===== src/hdl/rpwc_ram.sv =====
// ----------------------------------------------------------------------------
// rpwc_ram
// Single-port synchronous RAM with a registered read.
// ----------------------------------------------------------------------------
module rpwc_ram #(
  parameter int WIDTH = 8,
  parameter int DEPTH = 16
) (
  input  logic                     clk,
  input  logic                     we,
  input  logic [$clog2(DEPTH)-1:0] addr,
  input  logic [WIDTH-1:0]         wdata,
  output logic [WIDTH-1:0]         rdata
);
  logic [WIDTH-1:0] mem [DEPTH];

  always_ff @(posedge clk) begin
    if (we) begin
      mem[addr] <= wdata;
    end
    rdata <= mem[addr];
  end
endmodule


===== config.mk =====
export PLATFORM = sky130hd
export DESIGN_NAME = rpwc_ram
export DESIGN_NICKNAME = d
export VERILOG_FILES = /design/src/hdl/rpwc_ram.sv
export SDC_FILE = /design/constraint.sdc
export NUM_CORES = 1
export LEC_CHECK = 0
export BUFFER_PORTS_ARGS = -buffer_cell sky130_fd_sc_hd__buf_2
export CORE_MARGIN = 2
export CORE_UTILIZATION = 30
export CTS_CLUSTER_SIZE = 10
export DETAILED_ROUTE_END_ITERATION = 8
export GPL_TIMING_DRIVEN = 0
export HOLD_SLACK_MARGIN = 0.15
export PLACE_DENSITY = 0.44
export SLEW_MARGIN = 5
export SYNTH_ARGS = -nofsm -noshare
export SYNTH_HDL_FRONTEND = slang
export SYNTH_SLANG_ARGS = --single-unit
export TNS_END_PERCENT = 10

===== constraint.sdc =====
create_clock -name clk -period 4.12 [get_ports clk]
set_clock_uncertainty 0.2 [all_clocks]
set_input_delay 0.618 -clock clk [delete_from_list [all_inputs] [get_ports clk]]
set_output_delay 0.618 -clock clk [all_outputs]
set_load 0.02 [all_outputs]

### Yosys cells after proc, flatten, opt, wreduce, memory -nomap -nowiden

Memory sizes are Yosys's and may differ from the RTL's. A register that Yosys moved wholly into a read port is not among the register bits.
Cells that the tools add are included.

* input bits: 14
* logic and storage cells: 3
* register bits after elaboration: 0
* memories kept: 1
* bits in writable memories: 128

* multiplexer cells: 2

Memories
* mem: depth 16, bits a word 8, read ports 1, clocked after memory_dff 1, write ports 1, RTL line 15 `logic [WIDTH-1:0] mem [DEPTH];`

Operators with widths (count)
* $mux W1: 2

### Logic depth before layout (Yosys ltp)

Gate-level depths: netlist of the first run.

* word-level depth: 2
* depth in mapped cells: 5
* gate-level depth less buffers: 3

### Worst setup path before layout of the first run

No wires, ideal clock.

* path kind: in2reg
* start: input addr[2]
* end: memory mem[0][0], enable pin
* setup slack: 1.809 ns
* arrival: 1.728 ns
* library setup time: 0.383 ns
* stages on the path: 2
* required time: 3.537 ns
* cell sequence: or3b_2 > nor3_1

RTL lines
* start, declared: RTL line 11 `input logic [$clog2(DEPTH)-1:0] addr,`
* end, declared: RTL line 15

No word-level cell before the write port.

### Worst setup path in the final report of the first run

* start: input addr[1]
* end: memory mem[3][7], enable pin

No word-level cell before the write port.

==> impl_results.md, run 1 <==
* Status: complete, no violations
* CTS root buf: clkbuf_16
* Critical path type: input port to register
* Warnings from Yosys at 0
* Area delta synth->final at 17.6%
* EDFF count, synth at 128
* HP Class: input port to register
* Vias at 2317
* Wire per inst at 21.5 µm
* Worst slack at placement at 1.13 ns
* Diode count at 0
* Detail Placement HPWL at 6.87 mm
* Area leader, netlist: edfxtp_1
* Crit path capture type: register
* GRT Util Overall at 0.132
* Pins Over Slew Limit at 0
* Final min period at 2.51 ns
* Top FF cell, synth: edfxtp_1
* Sequential cell area fraction in the yosys report at 0.790
* GPL Wtd Cong at 0.718
* Setup repair bufs after CTS at 0
* Clock net sink count at 136
* Top-count cell post-synth: edfxtp_1
* Max Cap Viol at 0
* Final worst slack at 1.61 ns
* Max Fanout on Critical Path at 10
* CP startpoint kind: input port
* P per Cell Area at 508 nW/µm²
* Setup Viol. Count Final at 0
* Syn nets at 244
* Die Span X at 134 µm
* Post-synth cell types at 18
* Final core utilization at 0.361
* # nets final at 282
* Core area at 16500 µm²
* Post-synthesis cell count at 230
* Final TNS setup at 0 ns
* Placed Cells at 469
* Number of global-route vias before repair at 2386
* Max Buffers Root-to-Sink at 2
* Chip Height at 134 µm
* Seq cells post-synth at 136
* H-tree levels at 4
* Starting Density at 0.307
* RSZ-0062 raised after global routing: no
* Clk slew on worst S/H paths at 0.05 ns
* CTS resizes at 0
* DRT iter0 DRCs at 236
* Pin count of the biggest net entering global routing at 17
* Peak Freq at 398 MHz
* Num CTS Buffers at 17
* Row count at 47
* Lkg Pwr at 1.89 nW
* Share of post-route cells with drive strength above 1 at 0.286
* Worst Path Required at 3.96 ns
* DRC at 0
* Global-route wire length before repair at 16.2 mm
* # port buffers at 19
* Worst-margin pin slew at 1.28 ns
* Final period util at 0.609
* VDD IR max at 298 µV
* Post-synth top cells: 128 x edfxtp_1, 32 x mux4_2, 16 x a22oi_1
* Die ar. at 17900 µm²
* Mean Syn Cell Area at 22.0 µm²
* 1st-pass router iterations at 4
* Total gr overflow at 0
* Crit path DAT at 2.35 ns
* FFs w/ async S/R, synth at 0
* Skew-Pair Late Insertion Delay at 0.41 ns
* WHS at 0.413 ns
* CTS tree: yes
* IO Pins at 22
* Hold violation total from the final report at 0
* Post-Layout Cell Count at 500
* Yosys top cell area share at 0.759
* Relative slew slack at 0.139
* Number of routed nets with antenna violations at 0
* Top post-synthesis cells by area: edfxtp_1 76%, mux4_2 14%, dfxtp_1 3.2%
* Cell Area, Synth at 5070 µm²
* Worst reg2reg setup slack at 2.52 ns
* Detail-routed via count per cell at 4.63
* WL final at 10.8 mm
* Antenna violations before repair at 0
* CTS Hold Buffers Added at 0
==> stage by stage <==
stage / total power [mW] / cell area (µm²)
floorplan: 1.67 / 5070
global placement: 1.75 / 5440
detailed placement: 1.75 / 5450
CTS: 3.06 / 5960
global route: 3.13 / 5960
finish: 3.03 / 5960
==> per-layer routing <==
metal,track usage,part of all wire
met2,0.191,0.46
met4,0.0656,0.024
met5,0,0
met3,0.0336,0.042
met1,0.187,0.48
==> path summary, 6_finish.rpt <==
kind / from / end / cells past startpoint
max: addr[1] / mem[3][7] / 4
min: wdata[0] / mem[8][0] / 1
max reg2reg: mem[6][3] / rdata[3] / 3
min reg2reg: mem[2][5] / rdata[5] / 3
==> kinds of logic after synthesis <==
kind of cell	synth area share
simple gates	0.0321
flops	0.790
mux	0.142
buf+inv	0.0119
compound gates	0.0237
==> cell type report <==
type,instances,area [µm²]
Multi-Input combinational cell,83,1020
Tap cell,220,275
Buffer,11,60.1
Timing Repair Buffer,19,95.1
Sequential cell,136,4000
Clock buffer,31,508
Fill cell,1514,10600
==> layout by cell type, fill, tap and decap left out, types with 2 or more instances in the layout <==
master     netlist  final
buf_2            2     21
nor3_2           0      3
buf_1            4      4
nand2_1          9      9
buf_6            2      2
edfxtp_1       128    128
nand2b_1         2      2
clkbuf_8         0      3
nand3b_1         2      2
dfxtp_1          8      8
clkbuf_1         2     13
mux4_2          32     32
nor2_1          13     13
a22oi_1         16     16
nor2b_1          2      2
clkbuf_16        0     17
==> worst max-delay path, stage by stage <==
cell	delay (ns)
buf_2	0.28
buf_1	0.48
nand2_1	0.23
nor2_1	0.72
==> report_power, final <==
part,total [mW],internal (mW),leakage [nW],switching (mW)
Combinational,0.160,0.0587,0.421,0.101
Sequential,1.56,1.55,1.22,0.00710
Clock,1.31,0.814,0.244,0.501
Total,3.03,2.42,1.89,0.609
==> sequential cells by signal (all words and copies together) (netlist names) <==
signal  count
mem       128
rdata       8
No activity file was read; power rests on OpenSTA's default activity.
==> run 2: changes to the inputs <==
--- a/config.mk
+++ b/config.mk
@@ -5,6 +5,7 @@
 export SDC_FILE = /design/constraint.sdc
 export NUM_CORES = 1
 export LEC_CHECK = 0
+export ABC_AREA = 1
 export BUFFER_PORTS_ARGS = -buffer_cell sky130_fd_sc_hd__buf_2
 export CORE_MARGIN = 2
 export CORE_UTILIZATION = 30
@@ -12,7 +13,7 @@
 export DETAILED_ROUTE_END_ITERATION = 8
 export GPL_TIMING_DRIVEN = 0
 export HOLD_SLACK_MARGIN = 0.15
-export PLACE_DENSITY = 0.44
+export PLACE_DENSITY = 0.45
 export SLEW_MARGIN = 5
 export SYNTH_ARGS = -nofsm -noshare
 export SYNTH_HDL_FRONTEND = slang
==> constraint.sdc (replaced) <==
create_clock -name clk -period 2.04 [get_ports clk]
set_clock_uncertainty 0.2 [all_clocks]
set_input_delay 0.306 -clock clk [delete_from_list [all_inputs] [get_ports clk]]
set_output_delay 0.306 -clock clk [all_outputs]
set_load 0.02 [all_outputs]
==> run 2 against run 1 <==
  * Non-clock buffer count grew 18
  * The flow now finishes with violations (negative setup slack)
  * Critical path type unchanged
  * Worst setup slack worse by 1.6 ns
  * Utilization up 0.96 points
  * Total power increased by 130%
  * Via count grew 56%
  * First-iteration DRC count rose by 2.1%
  * Flip-flop and latch count unchanged
  * Die area grew 10%
  * Register-to-register slack got worse by 1.7 ns
  * Global-route usage up 1.6 points
  * Final cell count grew 67%
==> impl_results.md, run 2 <==
* Share of post-route cells with drive strength above 1 at 0.127 (-0.159)
* Critical path type: input port to register
* Worst Path Required at 1.89 ns (-2.07 ns)
* Crit path DAT at 1.90 ns (-0.45 ns)
* Combinational Power Share at 0.062 (+0.009)
* Pin count of the biggest net entering global routing at 17 (unchanged)
* Clk pwr share at 0.485 (+0.051)
* Mean Syn Cell Area at 10.2 µm² (-54%)
* Max Fanout on Critical Path at 10 (unchanged)
* Reg power frac at 0.454 (-0.059)
* Skew-Pair Late Insertion Delay at 0.42 ns (about the same)
* H-tree levels at 4 (unchanged)
* Commonest non-fill, non-tap cells in the layout: 346 x nand2_1, 128 x edfxtp_1, 32 x buf_2, 21 x inv_1, 17 x clkbuf_16
* Relative slew slack at 0.504 (+0.365)
* Clk slew on worst S/H paths at 0.05 ns (about the same)
* RSZ-0062 raised after global routing: yes
* Crit path capture type: register
* Global-route wire length before repair at 21.2 mm (+31%)
* Area leader, netlist: edfxtp_1
* Top-count cell post-synth: nand2_1
* FFs w/ async S/R, synth at 0 (unchanged)
* Routed wl met3 at 602 µm (+32%)
* WHS at 0.155 ns (-0.258 ns)
* Top Metal Used: met4
* WL final at 13.8 mm (+28%)
* Number of routed nets with antenna violations at 0 (unchanged)
* Slowest CP cell: nor2_1
* Psw at 1.42 mW (+130%)
* Clock net sink count at 136 (unchanged)
* Sequential cell area fraction in the yosys report at 0.716 (-0.0742)
* Vias at 3609 (+56%)
* Slowest stage delay, CP at 0.66 ns (-0.06 ns)
* GRT Util Overall at 0.148 (+0.0160)
* Hold violation total from the final report at 0 (unchanged)
* Tot Pwr at 6.92 mW (+130%)
* Peak Freq at 486 MHz
* DRT iter0 DRCs at 241 (+2.1%)
* Detail Placement HPWL at 8.99 mm (+31%)
* Worst-margin pin slew at 0.741 ns (-0.540 ns)
* Max reg flops at 128 (unchanged)
* Post-synthesis cell count at 548 (+140%)
* Max Buffers Root-to-Sink at 2 (unchanged)
* CTS tree: yes
* Cell mode on critical path: buf_2
* Sw Ratio at 0.205 (+0.00401)
* Post-Layout Cell Count at 835 (+67%)
* HP Class: input port to register
* Detail-routed via count per cell at 4.32 (-6.7%)
* Warnings from Yosys at 0 (unchanged)
* Internal at 5.50 mW (+130%)
* Status: complete, but fails checks
* Core area at 18100 µm² (+9.8%)
* IO Pins at 22 (unchanged)
* Wire per inst at 16.6 µm (-23%)
* Area delta synth->final at 20.2%
* DRC at 0 (unchanged)
* Worst-path cell chain: buf_2 > clkinv_1 > buf_2 > nand3_1 > nor2_1
* Post-synth top cells: 346 x nand2_1, 128 x edfxtp_1, 21 x inv_1
* # port buffers at 20 (+1)
* Placed Cells at 797 (+70%)
* Layout filler cell count at 1808 (+19%)
* Final period util at 1.01
* Final min period at 2.06 ns
* Met2 Routed Length at 6.76 mm (+38%)
* Setup Viol. Count Final at 24 (+24)
* Cell Area, Synth at 5590 µm² (+10%)
* Row count at 49 (+4.3%)
* Largest reg by FF count: mem
* Antenna violations before repair at 0 (unchanged)
* Number of global-route vias before repair at 3686 (+54%)
* Final TNS setup at -0.197 ns (-0.197 ns)
* Seq cells post-synth at 136 (unchanged)
* Top FF cell, synth: edfxtp_1
* GPL Wtd Cong at 0.797 (+11%)
* Final worst slack at -0.0175 ns (-1.63 ns)
* CTS root buf: clkbuf_16
* Commonest non-fill, non-tap cell in the layout: nand2_1
* Diode count at 0 (unchanged)
* Die ar. at 19800 µm² (+10%)
* Top post-synthesis cells by area: edfxtp_1 69%, nand2_1 23%, dfxtp_1 2.9%
* Total gr overflow at 0 (unchanged)
* Starting Density at 0.308 (+0.00154)
* CP startpoint kind: input port
* Yosys top cell area share at 0.687 (-0.0713)
* # nets final at 608 (+120%)
* Lkg Pwr at 2.84 nW (+50%)
* Post-synth cell types at 11 (-7)
* VDD IR max at 631 µV (+110%)
* Num CTS Buffers at 17 (unchanged)
* Failing checks: negative setup slack
* Max Cap Viol at 0 (unchanged)
* Metal1 wirelength at 6.30 mm (+23%)
* Syn nets at 562 (+130%)
* 1st-pass router iterations at 4 (unchanged)
* P per Cell Area at 1030 nW/µm² (+100%)
* Die Span X at 141 µm (+4.9%)
* Chip Height at 141 µm (+4.9%)
* Largest regs: mem x128, rdata x8
* Pins Over Slew Limit at 0 (unchanged)
* EDFF count, synth at 128 (unchanged)
[run 2: worst paths after layout]
path | from | to | slack [ns] | cells past startpoint
worst min register to register | mem[0][7] | rdata[7] | 0.52 | 8
worst min-delay path | wdata[1] | mem[0][1] | 0.16 | 1
worst max register to register | mem[0][1] | rdata[1] | 0.80 | 8
worst max-delay path | addr[1] | mem[0][6] | -0.02 | 5
[run 2: layout make-up]
type,count,area (µm²),area share
buffer,21,116,0.0173
clock buffer,19,433,0.0644
clock inverter,12,205,0.0305
inverter,23,86.3,0.0128
multi-input combinational,368,1420,0.211
sequential,136,4000,0.596
tap,229,287,0.0426
timing repair buffer,27,170,0.0253
[run 2: cells by family (layout without fill, tap and decap cells)]
kind of cell,after synthesis,in the layout,synth area share
and+or+nand+nor,368,368,0.248
DFF,136,136,0.716
buffers and inverters,44,102,0.0362
[run 2: repair_timing]
item,CTS,global route
gates cloned,0,0
hold buffers,6,1
gates resized for setup,4,9
endpoints found under the hold margin,82,2
endpoints found under the setup margin,80,112
setup buffers,0,0
[run 2: layer usage]
metal | vias to the layer above | global-route usage
li1 | 1845 | -
met1 | 1690 | 0.195
met2 | 64 | 0.239
met3 | 10 | 0.0359
met4 | 0 | 0.0563
met5 | - | 0
[run 2: critical path: cells and delay by family]
| kind | cells | cell delay (ns) |
|---|---|---|
| buffers and inverters | 3 | 0.63 |
| and+or+nand+nor | 2 | 0.95 |
[run 2: power by group through the flow]
| stage | combinational, mW | clock (mW) | sequential (mW) |
|---|---|---|---|
| floorplan | 0.215 | 0 | 3.22 |
| global placement | 0.419 | 0 | 3.20 |
| detailed placement | 0.420 | 0 | 3.20 |
| CTS | 0.432 | 3.39 | 3.14 |
| global route | 0.487 | 3.52 | 3.15 |
| finish | 0.428 | 3.35 | 3.14 |
[run 2: per-stage QoR]
stage / setup WS (ns) / utilization / instance area, µm²
global placement: -0.577 / 0.329 / 5980
finish: -0.0175 / 0.370 / 6720
detailed placement: -0.621 / 0.329 / 5980
global route: -0.152 / 0.370 / 6720
CTS: -0.139 / 0.369 / 6690
floorplan: 0.157 / - / 5590
